--- src/design/dit_pkg.sv ---
// Shared types and constants for the disjoint interval tracker.
// Used by the controller, the cell datapath and the top level.
package dit_pkg;

    localparam int MAX_RANGES = 32;
    localparam int VALUE_BITS = 16;
    localparam int IDX_BITS   = $clog2(MAX_RANGES);
    localparam int CNT_BITS   = $clog2(MAX_RANGES + 1);

    localparam logic       REQ_ADD  = 1'b0;
    localparam logic       REQ_READ = 1'b1;

    localparam logic [2:0] ST_ADDED   = 3'd0;
    localparam logic [2:0] ST_COVERED = 3'd1;
    localparam logic [2:0] ST_FULL    = 3'd2;
    localparam logic [2:0] ST_ENTRY   = 3'd3;
    localparam logic [2:0] ST_EMPTY   = 3'd4;

    typedef logic [VALUE_BITS-1:0] value_t;

    typedef enum logic [1:0] {
        S_IDLE,
        S_ADD,
        S_READ,
        S_OUT
    } state_t;

    typedef struct packed {
        logic                load;
        logic                update;
        logic                rd_start;
        logic                rd_advance;
    } dp_cmd_t;

    typedef struct packed {
        logic [2:0]          add_status;
        logic [CNT_BITS-1:0] count;
        logic                rd_last;
    } dp_stat_t;

endpackage

--- src/design/dit_ctrl.sv ---
// Controller FSM: sequences add and read-out requests and the result register.
// Depends on dit_pkg; commands dit_datapath.
module dit_ctrl (
    input  logic              aclk,
    input  logic              aresetn,
    input  logic              s_valid,
    output logic              s_ready,
    input  logic              s_req_type,
    output logic              m_valid,
    input  logic              m_ready,
    output dit_pkg::dp_cmd_t  cmd,
    input  dit_pkg::dp_stat_t stat,
    output logic              out_load,
    output logic [2:0]        out_status,
    output logic              out_entry,
    output logic              out_last
);

    dit_pkg::state_t state_reg, state_next;
    logic            m_valid_reg, m_valid_next;
    logic            free;

    assign free    = !m_valid_reg || m_ready;
    assign m_valid = m_valid_reg;

    always_ff @(posedge aclk) begin
        if (!aresetn) begin
            state_reg   <= dit_pkg::S_IDLE;
            m_valid_reg <= 1'b0;
        end else begin
            state_reg   <= state_next;
            m_valid_reg <= m_valid_next;
        end
    end

    always_comb begin
        state_next   = state_reg;
        m_valid_next = m_valid_reg && !m_ready;
        cmd          = '0;
        s_ready      = 1'b0;
        out_load     = 1'b0;
        out_status   = dit_pkg::ST_ADDED;
        out_entry    = 1'b0;
        out_last     = 1'b1;
        unique case (state_reg)
            dit_pkg::S_IDLE: begin
                s_ready = 1'b1;
                if (s_valid) begin
                    cmd.load   = 1'b1;
                    state_next = (s_req_type == dit_pkg::REQ_READ) ?
                                 dit_pkg::S_READ : dit_pkg::S_ADD;
                end
            end
            dit_pkg::S_ADD: begin
                if (free) begin
                    cmd.update   = 1'b1;
                    out_load     = 1'b1;
                    out_status   = stat.add_status;
                    m_valid_next = 1'b1;
                    state_next   = dit_pkg::S_IDLE;
                end
            end
            dit_pkg::S_READ: begin
                cmd.rd_start = 1'b1;
                state_next   = dit_pkg::S_OUT;
                if (stat.count == '0) begin
                    if (free) begin
                        out_load     = 1'b1;
                        out_status   = dit_pkg::ST_EMPTY;
                        m_valid_next = 1'b1;
                        state_next   = dit_pkg::S_IDLE;
                    end else begin
                        state_next   = dit_pkg::S_READ;
                    end
                end
            end
            dit_pkg::S_OUT: begin
                if (free) begin
                    cmd.rd_advance = 1'b1;
                    out_load       = 1'b1;
                    out_status     = dit_pkg::ST_ENTRY;
                    out_entry      = 1'b1;
                    out_last       = stat.rd_last;
                    m_valid_next   = 1'b1;
                    if (stat.rd_last) state_next = dit_pkg::S_IDLE;
                end
            end
            default: state_next = dit_pkg::S_IDLE;
        endcase
    end

endmodule

--- config.mk ---
export PLATFORM = sky130hd
export DESIGN_NAME = dit_ctrl
export DESIGN_NICKNAME = d
export VERILOG_FILES = /design/src/design/dit_pkg.sv /design/src/design/dit_ctrl.sv
export SDC_FILE = /design/constraint.sdc
export NUM_CORES = 1
export LEC_CHECK = 0
export ABC_AREA = 1
export CAP_MARGIN = 20
export CORE_AREA = 2 2 39 41
export DETAILED_ROUTE_END_ITERATION = 7
export DIE_AREA = 0 0 41 43
export DONT_BUFFER_PORTS = 1
export HOLD_SLACK_MARGIN = 0.15
export PLACE_DENSITY_LB_ADDON = 0.3
export SKIP_CTS_REPAIR_TIMING = 1
export SYNTH_ARGS = -nofsm -noshare
export SYNTH_HDL_FRONTEND = slang
export SYNTH_SLANG_ARGS = --single-unit
--- constraint.sdc ---
create_clock -name aclk -period 1.14 [get_ports aclk]
set_input_delay 0.228 -clock aclk [delete_from_list [all_inputs] [get_ports aclk]]
set_output_delay 0.228 -clock aclk [all_outputs]
set_load 0.005 [all_outputs]
==> impl_metrics.json, run 1 <==
{
  "area_growth_pct": 55.8,
  "place_congestion": 0.828,
  "post-route-drc-count": 0,
  "ir_drop_uv": 670,
  "die_h_um": 43,
  "start_kind": "flip-flop",
  "worst_slack_ps": -31.5,
  "timing.final.crit_share_pct": 103,
  "nets": 81,
  "cts_max_path_buffers": 2,
  "syn_inst": 57,
  "cts_buffers": 3,
  "slew_violations": 0,
  "track_usage_pct": 11.6,
  "worst_pin_slew_ps": 144,
  "vias": 367,
  "clkTransAtPathRegs_ps": 40,
  "seq_area_um2": 68.8,
  "synth_cell_types": 9,
  "crit_arrival_ps": 940,
  "htreeDepth": 1,
  "cellPowerDensity_nw_per_um2": 1640,
  "synth_largest_area_cell": "nor2_1",
  "syn_avg_cell_area_um2": 4.92,
  "finalClockSkew_ps": 2.84,
  "antennaDiodeCount": 0,
  "synth-seq-cells": 3,
  "hold_path_startpoint": "stat[1]",
  "syn_nets": 72,
  "cts_root_buffer": "clkbuf_4",
  "path_class": "reg -> out",
  "ys_seq_area_share_pct": 21.4,
  "drtIter0Drc": 1,
  "drive_above_1_share_pct": 43.1,
  "grt_overflow": 0,
  "hold_path_class": "in -> reg",
  "reg2reg_from": "state_reg[0]",
  "antenna_found_initial": 0,
  "start_util_pct": 20.3,
  "portBuffers": 0,
  "maxCapViolations": 0,
  "final_area_um2": 437,
  "cts_tree": "built",
  "critPathMaxFanout": 4,
  "rows": 14,
  "largest_reg_flops": 2,
  "dp_slack_ps": 66.8,
  "fill_cells": 170,
  "drt-wirelength-per-cell_um": 10.6,
  "antenna_left": 0,
  "pin_count": 27,
  "synth_top_area_share_pct": 24.1,
  "hold_viol_final": 0,
  "fmax_mhz": 854,
  "multiInputGateArea_um2": 241,
  "die_w_um": 41,
  "power_mw": 0.715,
  "period_needed_ps": 1170,
  "setup_viol": 4,
  "worstSetupEndpointType": "output pin",
  "crit_start": "m_valid",
  "crit_required_ps": 910,
  "wl_um": 858,
  "setup-tns-final_ps": -87.8,
  "netlist_area_um2": 280,
  "rsz0062_at_grt": "yes",
  "grt_pass1_wl_mm": 1.32,
  "relSlewSlack_pct": 90.3,
  "dieArea_um2": 1760,
  "grt_max_degree": 8,
  "synth.area.top_cells": "nor2_1 (24%), nand2_1 (23%), dfxtp_1 (21%)",
  "core_um2": 1380,
  "clk_latency_ps": 240,
  "first_pass_iters": 2,
  "grt_pass1_vias": 341,
  "clock_sinks": 3,
  "hpwl_um": 697,
  "placed_area_um2": 315,
  "ys_warn_count": 0,
  "violations": "setup timing",
  "leakage_nw": 0.234,
  "avgViaCountPerCell": 4.53,
  "status": "finished, violations left"
}
==> power by group <==
group          switching [mW]  total (mW)  internal [mW]
sequential             0.0571       0.197          0.139
clock                  0.0589       0.190          0.131
combinational           0.191       0.328          0.137
==> cell families after synthesis <==
kind of cell,share of synthesized area (%)
flops,21.4
simple gates,54.5
buf+inv,16.1
compound gates,8.04
==> layout by cell type (no fill, tap or decap) <==
master	count
dfxtp_4	2
inv_1	6
a21oi_1	2
nand2_2	3
clkbuf_4	3
nor2_1	12
nand2_1	10
nand2_4	4
a21oi_2	1
dfxtp_2	1
clkbuf_1	1
dlygate4sd3_1	1
nor2_2	4
buf_4	4
nand4_1	1
o211ai_1	1
inv_4	1
nor2_4	2
inv_2	3
nand3_1	3
==> synthesized netlist by cell type <==
cell       n
inv_1     10
nand4_1    1
nand3_1    3
nand2_1   17
a21oi_1    3
nor2_1    18
o211ai_1   1
dfxtp_1    3
buf_4      1
==> critical path, cell delays in order (launching register included) <==
cell and delay, ps:
dfxtp_2 330, nand2_4 90, inv_2 60, nor2_2 100, nand2_2 60, nand2_1 70
==> per-stage QoR <==
stage	hold slack [ps]	std cells	util, %
floorplan	355	57	-
global placement	366	75	22.8
detailed placement	365	75	22.8
CTS	111	79	24.7
global route	206	81	31.6
finish	172	81	31.6
==> path summary, 6_finish.rpt <==
path / endpoint / slack, ps / cells after the start
setup / recovery: out_status[2] / -30 / 5
hold reg to reg: m_valid / 570 / 2
hold / removal: m_valid / 170 / 3
setup reg to reg: state_reg[1] / 90 / 7
==> layout make-up <==
type	count	area share, %
Tap cell	16	4.58
Multi-Input combinational cell	43	55.3
Sequential cell	3	15.8
Inverter	10	9.17
Timing Repair Buffer	5	9.17
Clock buffer	4	6.02
==> routing by layer <==
layer	track usage, %	wire, µm	vias up
li1	-	-	188
met1	11.9	281	163
met2	16.3	460	13
met3	7.85	97	3
met4	8.00	19	0
met5	0	0	-
Note: power is estimated with default switching activity, not from simulation.
==> run 2, diff against run 1 <==
==> constraint.sdc (replaced) <==
create_clock -name aclk -period 1.2 [get_ports aclk]
set_input_delay 0.24 -clock aclk [delete_from_list [all_inputs] [get_ports aclk]]
set_output_delay 0.24 -clock aclk [all_outputs]
set_load 0.005 [all_outputs]
==> run 2 against run 1 <==
The run still ends with setup timing left. Design area decreased by 8.3%. Critical endpoint unchanged. Critical path type unchanged. Worst hold slack got worse by 15 ps. Clock power decreased by 4%. Register-to-register slack improved by 100 ps. First-iteration DRC count increased by 100%. Clock skew increased by 1.1 ps.
==> impl_metrics.json, run 2 (same netlist as run 1, synthesis figures left out) <==
{
  "final_area_um2": 400,
  "rows": 14,
  "cts_root_buffer": "clkbuf_4",
  "start_kind": "flip-flop",
  "first_pass_iters": 3,
  "path_cells": "nand2_4 -> nand2_4 -> nor2_4 -> nand2_1 -> nand2_1",
  "clkTransAtPathRegs_ps": 40,
  "clock_sinks": 3,
  "multiInputGateArea_um2": 215,
  "avgViaCountPerCell": 4.49,
  "timing.final.crit_share_pct": 101,
  "fill_cells": 172,
  "reg2reg_to": "state_reg[1]",
  "relSlewSlack_pct": 89.4,
  "grt_pass1_vias": 346,
  "crit_arrival_ps": 970,
  "layout_common_cells": "nand2_1 (13), nor2_1 (12), inv_1 (7), nor2_2 (5)",
  "hold_path_end": "m_valid",
  "cellPowerDensity_nw_per_um2": 1590,
  "hold_path_startpoint": "aresetn",
  "dieArea_um2": 1760,
  "ir_drop_uv": 571,
  "hold_path_class": "in -> reg",
  "cts_tree": "built",
  "drtIter0Drc": 2,
  "worstSetupEndpointType": "output pin",
  "grt_max_degree": 8,
  "wl_um": 911,
  "hpwl_um": 678,
  "dp_slack_ps": 99.6,
  "maxCapViolations": 0,
  "antennaDiodeCount": 0,
  "largest_reg_flops": 2,
  "seq_area_um2": 68.8,
  "hold_depth": 2,
  "htreeDepth": 1,
  "vias": 359,
  "grt_pass1_wl_mm": 1.32,
  "place_congestion": 0.782,
  "status": "finished, violations left",
  "period_needed_ps": 1210,
  "cts_buffers": 3,
  "area_growth_pct": 42.9,
  "antenna_left": 0,
  "slew_violations": 0,
  "setup_viol": 1,
  "pin_count": 27,
  "antenna_found_initial": 0,
  "cts_max_path_buffers": 2,
  "r2r_slack_ps": 190,
  "die_w_um": 41,
  "portBuffers": 0,
  "die_h_um": 43,
  "hold_viol_final": 0,
  "start_util_pct": 20.3,
  "power_mw": 0.635,
  "track_usage_pct": 10.8,
  "nets": 80,
  "violations": "setup timing",
  "drive_above_1_share_pct": 34.4,
  "clk_latency_ps": 240,
  "grt_overflow": 0,
  "rr_worst_depth": 7,
  "leakage_nw": 0.215,
  "critPathMaxFanout": 4,
  "core_um2": 1380,
  "drt-wirelength-per-cell_um": 11.4,
  "fmax_mhz": 827,
  "slowest_stage": "dfxtp_2",
  "worst_pin_slew_ps": 159,
  "worst_slack_ps": -8.75,
  "rsz0062_at_grt": "yes",
  "finalClockSkew_ps": 3.98,
  "placed_area_um2": 308,
  "final_common_cell": "nand2_1",
  "max_stage_delay_ps": 340,
  "crit_required_ps": 960,
  "reg2reg_from": "state_reg[1]",
  "path_class": "reg -> out",
  "post-route-drc-count": 0
}
-- run 2: power by group --
group          switching (mW)  internal (mW)
clock network          0.0580          0.125
logic                   0.157          0.110
registers              0.0527          0.132
total                   0.268          0.368
-- run 2: per-layer routing --
| layer | track usage, % | share of wire (%) |
|---|---|---|
| met4 | 6.00 | 0 |
| met5 | 0 | 0 |
| met2 | 16.9 | 56 |
| met3 | 4.19 | 7.8 |
| met1 | 11.9 | 36 |
-- run 2: worst max path at each step --
stage,start,endpoint
floorplan,m_valid,out_status[2]
global placement,m_valid,out_status[2]
detailed placement,m_valid,out_status[2]
CTS,m_valid,out_status[2]
global route,m_valid,out_load
finish,m_valid,out_status[2]
-- run 2: worst max-delay path, delay by kind of cell, from the launching register on --
family / cells / cell delay [ps]
flip-flops: 1 / 340
AND/OR/NAND/NOR: 5 / 380
-- run 2: metrics by stage --
stage	util [%]	std cells	TNS, ps	hold WS [ps]
after floorplan	-	57	0	367
after CTS	24.1	78	-670	126
after detailed placement	22.2	74	0	375
after global routing	28.9	80	-187	183
after global placement	22.2	74	0	375
final	28.9	80	-8.75	157
-- run 2: cell type report --
cell class | instances | area share (%)
Clock buffer | 4 | 6.56
Inverter | 10 | 9.38
Multi-Input combinational cell | 43 | 53.7
Sequential cell | 3 | 17.2
Tap cell | 16 | 5.00
Timing Repair Buffer | 4 | 8.12
==> run 3, diff against run 2 <==
--- a/config.mk
+++ b/config.mk
@@ -6,11 +6,11 @@
 export NUM_CORES = 1
 export LEC_CHECK = 0
 export ABC_AREA = 1
+export BUFFER_PORTS_ARGS = -buffer_cell sky130_fd_sc_hd__buf_2
 export CAP_MARGIN = 20
 export CORE_AREA = 2 2 39 41
 export DETAILED_ROUTE_END_ITERATION = 7
 export DIE_AREA = 0 0 41 43
-export DONT_BUFFER_PORTS = 1
 export HOLD_SLACK_MARGIN = 0.15
 export PLACE_DENSITY_LB_ADDON = 0.3
 export SKIP_CTS_REPAIR_TIMING = 1
==> constraint.sdc (replaced) <==
create_clock -name aclk -period 1.4 [get_ports aclk]
set_input_delay 0.28 -clock aclk [delete_from_list [all_inputs] [get_ports aclk]]
set_output_delay 0.28 -clock aclk [all_outputs]
set_load 0.005 [all_outputs]
==> run 3 against run 2 <==
The run now ends clean. Wire length is 5.0% lower. Sequential share of layout area is 3.3 points lower. Design area is 22% higher. Sequential power down 21%. Worst hold slack better by 130 ps. Clock skew down 2.4 ps. Non-clock buffer count grew 24. Flip-flop and latch count stayed put. Global-route usage grew 0.41 points. Via count grew 17%. Core utilization grew 6.2 points. Highest routed layer is now met4.
==> impl_metrics.json, run 3 (same netlist as run 1, synthesis figures left out) <==
{
  "clkTransAtPathRegs_ps": 40,
  "grt_pass1_wl_mm": 1.38,
  "power_mw": 0.555,
  "swShare_pct": 39.4,
  "crit_start": "m_valid",
  "rows": 14,
  "die_h_um": 43,
  "hold_path_class": "in -> reg",
  "maxCapViolations": 0,
  "cellPowerDensity_nw_per_um2": 1140,
  "combPwrFrac_pct": 46.2,
  "final_common_cell": "buf_2",
  "die_w_um": 41,
  "first_pass_iters": 3,
  "rr_worst_depth": 7,
  "track_usage_pct": 11.2,
  "p_sw_mw": 0.219,
  "largest_reg_flops": 2,
  "r2r_slack_ps": 390,
  "cts_buffers": 3,
  "placed_area_um2": 423,
  "leakage_nw": 0.312,
  "hold_ws_ps": 285,
  "core_um2": 1380,
  "finalClockSkew_ps": 1.60,
  "worstSetupEndpointType": "output pin",
  "dp_slack_ps": 120,
  "cts_root_buffer": "clkbuf_4",
  "worst_slack_ps": 64.9,
  "fmax_mhz": 749,
  "antenna_found_initial": 0,
  "grt_overflow": 0,
  "cts_max_path_buffers": 2,
  "path_cells": "nand2_2 -> inv_1 -> nor2_1 -> nand2_1 -> nand2_1 -> buf_2",
  "max_stage_delay_ps": 350,
  "slowest_stage": "dfxtp_1",
  "path_class": "reg -> out",
  "dp_cells": 98,
  "area_growth_pct": 73.7,
  "setup_viol": 0,
  "htreeDepth": 1,
  "setup-tns-final_ps": 0,
  "cp-endpoint": "out_load",
  "p_clk_share_pct": 27.4,
  "critPathMaxFanout": 4,
  "final_area_um2": 487,
  "wl_um": 865,
  "final_core_util_pct": 35.2,
  "nets": 104,
  "period_needed_ps": 1340,
  "avgViaCountPerCell": 4.05,
  "reg2reg_from": "state_reg[1]",
  "vias": 421,
  "crit_required_ps": 1120,
  "intPower_mw": 0.336,
  "drtIter0Drc": 5,
  "drt-wirelength-per-cell_um": 8.32,
  "hold_viol_final": 0,
  "rsz0062_at_grt": "no",
  "clk_latency_ps": 230,
  "crit_arrival_ps": 1060,
  "antenna_left": 0,
  "start_kind": "flip-flop",
  "drive_above_1_share_pct": 43.2,
  "timing.final.crit_share_pct": 95.4,
  "relSlewSlack_pct": 89.0,
  "grt_max_degree": 8,
  "seq_power_share_pct": 26.4,
  "portBuffers": 26,
  "antennaDiodeCount": 0,
  "post-route-drc-count": 0,
  "ir_drop_uv": 548,
  "cts_tree": "built",
  "place_congestion": 0.838,
  "slew_violations": 0,
  "grt_pass1_vias": 390,
  "dieArea_um2": 1760,
  "crit_top_cell": "nand2_1",
  "clock_sinks": 3,
  "start_util_pct": 20.3,
  "status": "finished, final reports clean",
  "pin_count": 27,
  "instances_no_fill": 104,
  "hpwl_um": 697,
  "reg2reg_to": "state_reg[1]",
  "worst_pin_slew_ps": 164,
  "layout_common_cells": "buf_2 (26), nor2_1 (16), nand2_1 (15), inv_1 (9)"
}
run 3: changes by cell type in the layout (fill, tap and decap cells not counted), sizes merged:
cell,delta
dlygate4sd3,-1
buf,+25
run 3: how the worst min path moves through the flow:
stage	startpoint	endpoint	slack, ps	cells after the start
CTS	aresetn	state_reg[0]	290	3
finish	aresetn	state_reg[0]	290	3
detailed placement	aresetn	state_reg[0]	530	3
global route	aresetn	state_reg[0]	290	3
floorplan	aresetn	state_reg[0]	410	2
global placement	aresetn	state_reg[0]	530	3
run 3: layout make-up:
cell class | instances | area (µm²)
Tap cell | 16 | 20.0
Fill cell | 184 | 897
Multi-Input combinational cell | 43 | 190
Sequential cell | 3 | 67.6
Inverter | 10 | 37.5
Clock buffer | 4 | 26.3
Timing Repair Buffer | 28 | 145
run 3: worst max-delay path: cells and delay by family (launching register included):
kind,cells,cell delay (ps)
buffers and inverters,2,220
DFF,1,350
and+or+nand+nor,4,250
run 3: layer usage:
metal	global-route usage, %	up-vias	routed length (µm)
li1	-	233	-
met1	12.9	174	351
met2	18.8	12	451
met3	0	2	41
met4	8.00	0	21
met5	0	-	0
run 3: power by group through the flow:
stage               logic (mW)  registers [mW]  clock network [mW]
floorplan                0.146           0.127                   0
global placement         0.239           0.137                   0
detailed placement       0.240           0.136                   0
CTS                      0.241           0.134               0.161
global route             0.293           0.152               0.163
finish                   0.256           0.147               0.152
